[config.mk]
export PLATFORM = sky130hd
export DESIGN_NAME = sexpr_definition_tokenizer
export DESIGN_NICKNAME = d
export VERILOG_FILES = /design/src/hdl/sdt_pkg.sv /design/src/hdl/sexpr_definition_tokenizer.sv /design/src/hdl/sdt_front.sv /design/src/hdl/sdt_queue.sv /design/src/hdl/sdt_back.sv
export VERILOG_INCLUDE_DIRS = /design/src /design/src/hdl
export SDC_FILE = /design/constraint.sdc
export NUM_CORES = 1
export LEC_CHECK = 0
export ABC_CLOCK_PERIOD_IN_PS = 3800
export BUFFER_PORTS_ARGS = -buffer_cell sky130_fd_sc_hd__buf_4
export CORE_MARGIN = 4
export CORE_UTILIZATION = 40
export DETAILED_ROUTE_END_ITERATION = 10
export SETUP_SLACK_MARGIN = 0.4
export SLEW_MARGIN = 20
export SYNTH_ARGS = -nofsm -noshare
export SYNTH_HDL_FRONTEND = slang
export SYNTH_SLANG_ARGS = --single-unit
[constraint.sdc]
create_clock -name i_clk -period 3.8 [get_ports i_clk]
set_input_delay 0.57 -clock i_clk [delete_from_list [all_inputs] [get_ports i_clk]]
set_output_delay 0.57 -clock i_clk [all_outputs]
set_load 0.03 [all_outputs]
[src/hdl/sexpr_definition_tokenizer_defines.svh]
// assertion macros shared by the tokenizer modules
`ifndef SEXPR_DEFINITION_TOKENIZER_DEFINES_SVH
`define SEXPR_DEFINITION_TOKENIZER_DEFINES_SVH

// same-cycle implication, checked outside reset
`define SDT_ASSERT_NOW(lbl, clk, rst_n, ante, cons) \
    lbl: assert property (@(posedge clk) disable iff (!rst_n) (ante) |-> (cons)) \
        else $error("tokenizer check failed");

// next-cycle implication, checked outside reset
`define SDT_ASSERT_NEXT(lbl, clk, rst_n, ante, cons) \
    lbl: assert property (@(posedge clk) disable iff (!rst_n) (ante) |=> (cons)) \
        else $error("tokenizer check failed");

`endif

[src/hdl/sdt_pkg.sv]
// types, character constants and helpers of the definition tokenizer
package sdt_pkg;

    // lexer mode
    typedef enum logic [2:0] {
        MODE_IDLE    = 3'd0,
        MODE_QUOTE   = 3'd1,
        MODE_WORD    = 3'd2,
        MODE_COMMENT = 3'd3,
        MODE_ERROR   = 3'd4
    } t_mode;

    // result kind
    typedef enum logic [1:0] {
        KIND_BYTE  = 2'd0,
        KIND_END   = 2'd1,
        KIND_ERROR = 2'd2,
        KIND_ABORT = 2'd3
    } t_kind;

    // most results one byte can cause
    localparam logic [1:0] RES_MAX = 2'd3;

    // character codes
    localparam logic [7:0] CH_LPAREN    = 8'h28;
    localparam logic [7:0] CH_RPAREN    = 8'h29;
    localparam logic [7:0] CH_APOS      = 8'h27;
    localparam logic [7:0] CH_NEWLINE   = 8'h0A;
    localparam logic [7:0] CH_SEMICOLON = 8'h3B;
    localparam logic [7:0] CH_DQUOTE    = 8'h22;
    localparam logic [7:0] CH_BACKSLASH = 8'h5C;
    localparam logic [7:0] CH_SPACE     = 8'h20;
    localparam logic [7:0] CH_TAB       = 8'h09;
    localparam logic [7:0] CH_HASH      = 8'h23;
    localparam logic [7:0] CH_HYPHEN    = 8'h2D;
    localparam logic [7:0] CH_UNDERSCORE = 8'h5F;

    // one result
    typedef struct packed {
        t_kind      kind;
        logic [7:0] chr;
    } t_result;

    // all results of one input byte, oldest in slot 0
    typedef struct packed {
        logic [1:0]        count;
        t_result [2:0]     slot;
    } t_bundle;

    function automatic logic is_word_char(input logic [7:0] c);
        return (c inside {[8'h61:8'h7A], [8'h41:8'h5A]}) ||
               (c == CH_HYPHEN) || (c == CH_UNDERSCORE) || (c == CH_HASH);
    endfunction

    function automatic logic is_single(input logic [7:0] c);
        return (c == CH_LPAREN) || (c == CH_RPAREN) || (c == CH_APOS) || (c == CH_NEWLINE);
    endfunction

    function automatic logic is_blank(input logic [7:0] c);
        return (c == CH_SPACE) || (c == CH_TAB);
    endfunction

    // append one result, dropping anything past the limit
    function automatic t_bundle bundle_add(input t_bundle b, input t_kind k,
                                           input logic [7:0] c);
        t_bundle r;
        r = b;
        if (b.count < RES_MAX) begin
            r.slot[b.count].kind = k;
            r.slot[b.count].chr  = (k == KIND_BYTE) ? c : 8'h00;
            r.count              = 2'(b.count + 2'd1);
        end
        return r;
    endfunction

endpackage

[src/hdl/sexpr_definition_tokenizer.sv]
// top level of the definition-file tokenizer
// Accepts one source byte per cycle while full is low and writes its token
// results (token byte, token end, syntax error, abort) through a queue-style
// output, one per cycle while pop is high; a byte causes 0 to 3 results, and
// bytes that cause none never enter the queue. Between the classifier and the
// result stage sits a queue of QUEUE_DEPTH result bundles, so input keeps
// flowing while results wait; full rises only when that queue is full, and the
// sustained rate is one byte per cycle as long as bytes average at most one
// result each. Results pass the queue storage and then the output register.
module sexpr_definition_tokenizer #(
    parameter int QUEUE_DEPTH = 4
) (
    input  logic       i_clk,
    input  logic       i_rst_n,
    input  logic       push,
    output logic       full,
    input  logic [7:0] i_char_in,
    input  logic       i_stream_end,
    output logic       empty,
    input  logic       pop,
    output logic [1:0] o_kind,
    output logic [7:0] o_char_out,
    output logic       o_run_last
);
    import sdt_pkg::*;

    t_bundle q_in, q_head;
    logic    q_push, q_pop, q_empty, q_full;

    // byte classification and mode tracking
    sdt_front u_front (
        .i_clk        (i_clk),
        .i_rst_n      (i_rst_n),
        .i_push       (push),
        .i_char_in    (i_char_in),
        .i_stream_end (i_stream_end),
        .i_q_full     (q_full),
        .o_q_push     (q_push),
        .o_bundle     (q_in)
    );

    // bundle queue
    sdt_queue #(
        .DEPTH (QUEUE_DEPTH)
    ) u_queue (
        .i_clk   (i_clk),
        .i_rst_n (i_rst_n),
        .i_push  (q_push),
        .i_data  (q_in),
        .i_pop   (q_pop),
        .o_head  (q_head),
        .o_empty (q_empty),
        .o_full  (q_full)
    );

    // result output stage
    sdt_back u_back (
        .i_clk      (i_clk),
        .i_rst_n    (i_rst_n),
        .i_head     (q_head),
        .i_q_empty  (q_empty),
        .o_q_pop    (q_pop),
        .i_pop      (pop),
        .o_empty    (empty),
        .o_kind     (o_kind),
        .o_char_out (o_char_out),
        .o_run_last (o_run_last)
    );

    assign full = q_full;

endmodule

[src/hdl/sdt_front.sv]
// front end: classifies each byte, tracks the lexer mode, builds result bundles
`include "sexpr_definition_tokenizer_defines.svh"

module sdt_front (
    input  logic             i_clk,
    input  logic             i_rst_n,
    input  logic             i_push,
    input  logic [7:0]       i_char_in,
    input  logic             i_stream_end,
    input  logic             i_q_full,
    output logic             o_q_push,
    output sdt_pkg::t_bundle o_bundle
);
    import sdt_pkg::*;

    t_mode   r_mode, n_mode;
    logic    r_esc, n_esc;
    t_bundle bnd;
    logic    run_idle;
    logic    accept;

    assign accept = i_push && !i_q_full;

    // next mode and results of the current byte
    always_comb begin
        n_mode   = r_mode;
        n_esc    = r_esc;
        bnd      = '0;
        run_idle = 1'b0;
        case (r_mode)
            MODE_IDLE: begin
                run_idle = 1'b1;
            end
            MODE_QUOTE: begin
                if (i_char_in == CH_NEWLINE) begin
                    n_mode = MODE_ERROR;
                    n_esc  = 1'b0;
                    bnd    = bundle_add(bnd, KIND_ERROR, 8'h00);
                end else if (i_char_in == CH_DQUOTE) begin
                    bnd = bundle_add(bnd, KIND_BYTE, i_char_in);
                    if (r_esc) begin
                        n_esc = 1'b0;
                    end else begin
                        bnd    = bundle_add(bnd, KIND_END, 8'h00);
                        n_mode = MODE_IDLE;
                    end
                end else if (i_char_in == CH_BACKSLASH) begin
                    n_esc = !r_esc;
                    bnd   = bundle_add(bnd, KIND_BYTE, i_char_in);
                end else begin
                    n_esc = 1'b0;
                    bnd   = bundle_add(bnd, KIND_BYTE, i_char_in);
                end
            end
            MODE_WORD: begin
                if (is_word_char(i_char_in)) begin
                    bnd = bundle_add(bnd, KIND_BYTE, i_char_in);
                end else if (is_blank(i_char_in)) begin
                    bnd    = bundle_add(bnd, KIND_END, 8'h00);
                    n_mode = MODE_IDLE;
                end else if (is_single(i_char_in) || (i_char_in == CH_SEMICOLON) ||
                             (i_char_in == CH_DQUOTE)) begin
                    // the delimiter closes the word and is then lexed from idle
                    bnd      = bundle_add(bnd, KIND_END, 8'h00);
                    n_mode   = MODE_IDLE;
                    run_idle = 1'b1;
                end else begin
                    n_mode = MODE_ERROR;
                    bnd    = bundle_add(bnd, KIND_ERROR, 8'h00);
                end
            end
            MODE_COMMENT: begin
                if (i_char_in == CH_NEWLINE) begin
                    n_mode   = MODE_IDLE;
                    run_idle = 1'b1;
                end
            end
            default: begin
                // error mode swallows everything
            end
        endcase

        // byte seen from idle
        if (run_idle) begin
            if (is_single(i_char_in)) begin
                bnd = bundle_add(bnd, KIND_BYTE, i_char_in);
                bnd = bundle_add(bnd, KIND_END, 8'h00);
            end else if (i_char_in == CH_SEMICOLON) begin
                n_mode = MODE_COMMENT;
            end else if (i_char_in == CH_DQUOTE) begin
                n_mode = MODE_QUOTE;
                n_esc  = 1'b0;
                bnd    = bundle_add(bnd, KIND_BYTE, i_char_in);
            end else if (is_word_char(i_char_in)) begin
                n_mode = MODE_WORD;
                bnd    = bundle_add(bnd, KIND_BYTE, i_char_in);
            end else if (!is_blank(i_char_in)) begin
                n_mode = MODE_ERROR;
                bnd    = bundle_add(bnd, KIND_ERROR, 8'h00);
            end
        end

        // stream end aborts an open token and returns to idle
        if (i_stream_end) begin
            if ((n_mode == MODE_WORD) || (n_mode == MODE_QUOTE)) begin
                bnd = bundle_add(bnd, KIND_ABORT, 8'h00);
            end
            n_mode = MODE_IDLE;
            n_esc  = 1'b0;
        end
    end

    // mode registers, updated on each input transfer
    always_ff @(posedge i_clk) begin
        if (!i_rst_n) begin
            r_mode <= MODE_IDLE;
            r_esc  <= 1'b0;
        end else if (accept) begin
            r_mode <= n_mode;
            r_esc  <= n_esc;
        end
    end

    // only bytes that cause results enter the queue
    assign o_q_push = accept && (bnd.count != 2'd0);
    assign o_bundle = bnd;

    `SDT_ASSERT_NOW(a_esc_in_quote, i_clk, i_rst_n, r_esc, r_mode == MODE_QUOTE)
    `SDT_ASSERT_NOW(a_error_silent, i_clk, i_rst_n,
        accept && (r_mode == MODE_ERROR) && !i_stream_end, !o_q_push)
    `SDT_ASSERT_NEXT(a_end_to_idle, i_clk, i_rst_n,
        accept && i_stream_end, (r_mode == MODE_IDLE) && !r_esc)

endmodule

[src/hdl/sdt_queue.sv]
// short queue of result bundles between front and back end
module sdt_queue #(
    parameter int DEPTH = 4
) (
    input  logic             i_clk,
    input  logic             i_rst_n,
    input  logic             i_push,
    input  sdt_pkg::t_bundle i_data,
    input  logic             i_pop,
    output sdt_pkg::t_bundle o_head,
    output logic             o_empty,
    output logic             o_full
);
    import sdt_pkg::*;

    localparam int PW = (DEPTH > 1) ? $clog2(DEPTH) : 1;
    localparam int CW = $clog2(DEPTH + 1);
    localparam logic [PW-1:0] PTR_LAST = PW'(DEPTH - 1);
    localparam logic [CW-1:0] CNT_FULL = CW'(DEPTH);

    t_bundle       r_mem [DEPTH];
    logic [PW-1:0] r_wr, r_rd;
    logic [CW-1:0] r_cnt;
    logic          do_push, do_pop;

    assign do_push = i_push && !o_full;
    assign do_pop  = i_pop && !o_empty;

    // storage
    always_ff @(posedge i_clk) begin
        if (do_push) begin
            r_mem[r_wr] <= i_data;
        end
    end

    // pointers and fill count
    always_ff @(posedge i_clk) begin
        if (!i_rst_n) begin
            r_wr  <= '0;
            r_rd  <= '0;
            r_cnt <= '0;
        end else begin
            if (do_push) begin
                r_wr <= (r_wr == PTR_LAST) ? '0 : PW'(r_wr + 1'b1);
            end
            if (do_pop) begin
                r_rd <= (r_rd == PTR_LAST) ? '0 : PW'(r_rd + 1'b1);
            end
            if (do_push && !do_pop) begin
                r_cnt <= CW'(r_cnt + 1'b1);
            end else if (do_pop && !do_push) begin
                r_cnt <= CW'(r_cnt - 1'b1);
            end
        end
    end

    assign o_head  = r_mem[r_rd];
    assign o_empty = (r_cnt == '0);
    assign o_full  = (r_cnt == CNT_FULL);

endmodule

[src/hdl/sdt_back.sv]
// back end: hands out the results of each bundle one per transfer
`include "sexpr_definition_tokenizer_defines.svh"

module sdt_back (
    input  logic             i_clk,
    input  logic             i_rst_n,
    input  sdt_pkg::t_bundle i_head,
    input  logic             i_q_empty,
    output logic             o_q_pop,
    input  logic             i_pop,
    output logic             o_empty,
    output logic [1:0]       o_kind,
    output logic [7:0]       o_char_out,
    output logic             o_run_last
);
    import sdt_pkg::*;

    logic       r_out_valid;
    t_result    r_out;
    logic       r_out_last;
    logic [1:0] r_idx;
    logic       load, take, slot_last;

    // output register is free when empty or being taken
    assign load      = !r_out_valid || i_pop;
    assign take      = load && !i_q_empty;
    assign slot_last = (r_idx == 2'(i_head.count - 2'd1));
    assign o_q_pop   = take && slot_last;

    // slot index within the head bundle
    always_ff @(posedge i_clk) begin
        if (!i_rst_n) begin
            r_idx       <= '0;
            r_out_valid <= 1'b0;
        end else begin
            if (take) begin
                r_idx <= slot_last ? 2'd0 : 2'(r_idx + 2'd1);
            end
            if (load) begin
                r_out_valid <= take;
            end
        end
    end

    // result payload
    always_ff @(posedge i_clk) begin
        if (take) begin
            r_out      <= i_head.slot[r_idx];
            r_out_last <= slot_last;
        end
    end

    assign o_empty    = !r_out_valid;
    assign o_kind     = r_out.kind;
    assign o_char_out = r_out.chr;
    assign o_run_last = r_out_last;

    `SDT_ASSERT_NOW(a_idx_in_bundle, i_clk, i_rst_n, !i_q_empty, r_idx < i_head.count)
    `SDT_ASSERT_NOW(a_char_only_bytes, i_clk, i_rst_n,
        r_out_valid && (r_out.kind != KIND_BYTE), r_out.chr == 8'h00)

endmodule

==> out/metrics.cfg <==
[outcome]
run_status=completed

[synth]
ys_warn_count=0
synth.top_cell.area_share_pct=61.9
synth_cell_types=66
yosysSeqAreaShare_pct=66.6
synth_compound_area_share_pct=6.25
synth-simple-area-share_pct=9.09
post-synth-top-area-cell=edfxtp_1
synth_area_mm2=0.00674
synth_flop_cell=edfxtp_1
synthAdderAreaFrac_pct=1.41
syn_area_per_cell_um2=15.9
async_flop_share_pct=0
synthCells=425
synth_edf_count=139
synth_top_family_by_area=multiplexers
synth.area.mux_share_pct=13.8
ys_ff_latch=155
synth-xor-area-share_pct=0.390
synthTopCellsByArea=edfxtp_1, mux4_2, dfxtp_1

[critical_path]
worst-r2r-cell-count=12
rr_startpoint=u_front.r_mode[1]
crit_path_start_kind=primary input
slowest_delay_ns=0.55
reg2reg_slack_ns=0.78
cp_max_fo=7
required_ns=4.14
crit_chain=buf_4, or2_1, or4_4, a21o_1, nand3_1, o221ai_2, a21oi_2, ha_1, inv_1, fa_1, xor2_1, or3_1, a21oi_1
critPathTopFamily=simple AND/OR/NAND/NOR gates
cp_num_buf_inv=2
reg2reg_to=u_queue.r_cnt[2]
cp.arrival_ns=3.51
crit_path_end_kind=register
slowest_stage=or4_4
worstSetupPathType=in -> reg

[sta]
hold_viol=0
setup-violations-final=0
setup_tns_ns=0
worstMarginPinSlew_ns=0.734
rsz0062_at_grt=no
fin_crit_sh_pct=83.3
min_period_ns=3.16
relSlewSlack_pct=50.7
fmax_mhz=316
fin_worst_skew_ns=0.00711
maxSlewViolCount=0
layout_setup_ws_ns=0.635

[clock_tree]
cts_hold_buf=0
cts.root.buffer_cell=clkbuf_16
cts_max_level=4
cts_tree=done
cts.path.max_buffers=2
clkTransAtPathRegs_ns=0.06
clock-sinks=155
numCtsBuffers=17
clk_latency_ns=0.41

[floorplan]
die_area_mm2=0.0190
coreArea_mm2=0.0165
rows=47
die_w_um=138
die_y_um=138
io_pins=26
start_util_pct=40.8

[route]
drcViolationCount=0
vias_per_cell=5.07
first_pass_iters=5
via_count=3734
drt_iter0_drc=262
postRouteAntennaNets=0
wirelength_um=12900
routedWlPerCell_um=17.4

[final_layout]
nFillCells=1396
final_net_count=524
diodes=0
layout_common_cells=edfxtp_1, conb_1, buf_4
area_growth_pct=19.1
final_common_cell=edfxtp_1
drive_above_1_share_pct=22.6

[global_route]
grt_max_degree=33
grt_pass1_wl_um=21100
antenna_found_initial=0
grt_pass1_vias=3846
track_usage_pct=14.8
overflow=0

[hold_path]
holdPathEnd=u_front.r_mode[2]
hold_depth=2
hold_start=i_stream_end
hold_class=in -> reg

[power]
powerDensity_mw_per_mm2=668
p_leak_nw=2.88
peakVddDrop_uv=323

[place]
portBuffers=25
dp_hpwl_um=8260
gp_congestion=0.830
place_ws_ns=0.232

[job]
drv_cap=0

-- Yosys cell counts (4+ instances only) --
cell type / n
nor2_1: 21
ha_1: 6
mux4_2: 32
edfxtp_1: 139
or3_1: 4
nand2_1: 22
dfxtp_1: 16
mux2i_1: 16
o31ai_1: 4
clkbuf_1: 12
buf_1: 5
nand2b_1: 5
nor2b_1: 9
and2_1: 10
a21oi_1: 11
nor3_1: 5
nor3b_1: 5
o21ai_1: 4
o22ai_1: 11
inv_1: 20
-- area by class of cell --
type | instances | area [µm²] | area share, %
sequential | 155 | 4500 | 56.0
inverter | 20 | 75.1 | 0.934
tap | 220 | 275 | 3.43
clock buffer | 17 | 425 | 5.30
clock inverter | 15 | 165 | 2.06
multi-input combinational | 273 | 2270 | 28.3
timing repair buffer | 37 | 328 | 4.08
-- registers in the layout, summed over array words and instances, names as in the netlist, named ones only --
name                count
u_back.o_kind           2
u_queue.r_cnt           3
u_front.r_mode          3
u_queue.r_mem         128
u_queue.r_rd            2
u_front.r_esc           1
u_back.r_idx            2
u_back.o_run_last       1
u_back.o_char_out       8
u_back.r_out_valid      1
u_queue.r_wr            2
-- logic make-up after synthesis --
| group | Yosys count |
|---|---|
| AOI/OAI and AO/OA | 60 |
| xor gates and xnor gates | 3 |
| adders and majority gates | 7 |
| buffers and inverters | 40 |
| DFF | 155 |
| muxes | 51 |
| other | 1 |
| and+or+nand+nor | 108 |
-- worst max-delay path by stage --
stage / start / end / slack [ns] / cells past startpoint
after global routing: i_char_in[7] / u_queue.r_cnt[2] / 0.45 / 13
after CTS: i_char_in[7] / u_queue.r_cnt[2] / 0.66 / 13
final: i_char_in[7] / u_queue.r_cnt[2] / 0.64 / 13
after global placement: i_char_in[7] / u_queue.r_cnt[2] / 0.33 / 13
after floorplan: i_char_in[4] / u_queue.r_cnt[2] / 0.44 / 13
after detailed placement: i_char_in[7] / u_queue.r_cnt[2] / 0.23 / 13
-- timing repair --
item / 4_1_cts / 5_1_grt
setup buffers: 0 / 0
setup endpoints to repair: 0 / 1
hold endpoints to repair: 0 / 0
gates resized for setup: 0 / 2
-- routing by layer --
metal	wire, µm	part of all wire (%)	vias to the layer above	global-route usage [%]
met5	0	0	-	0
met4	194	1.5	0	4.83
met3	444	3.5	14	3.25
met2	6460	50	73	24.5
met1	5760	45	1868	19.5
li1	-	-	1779	-
-- report_power, final --
part | internal, mW | switching (mW) | total (mW)
Clock | 0.980 | 0.684 | 1.66
Sequential | 2.19 | 0.0941 | 2.29
Combinational | 0.611 | 0.808 | 1.42
Total | 3.79 | 1.59 | 5.37
-- stage by stage --
step	total power, mW	util, %	hold WS, ns	area (µm²)	cells
after floorplan	3.32	-	0.445	6910	468
after global placement	3.74	45.0	0.455	7430	705
after detailed placement	3.78	45.0	0.472	7430	705
after CTS	5.44	48.5	0.368	8020	737
after global routing	5.66	48.6	0.366	8030	737
final	5.37	48.6	0.386	8030	737
Power figures use the tool's default switching activity.
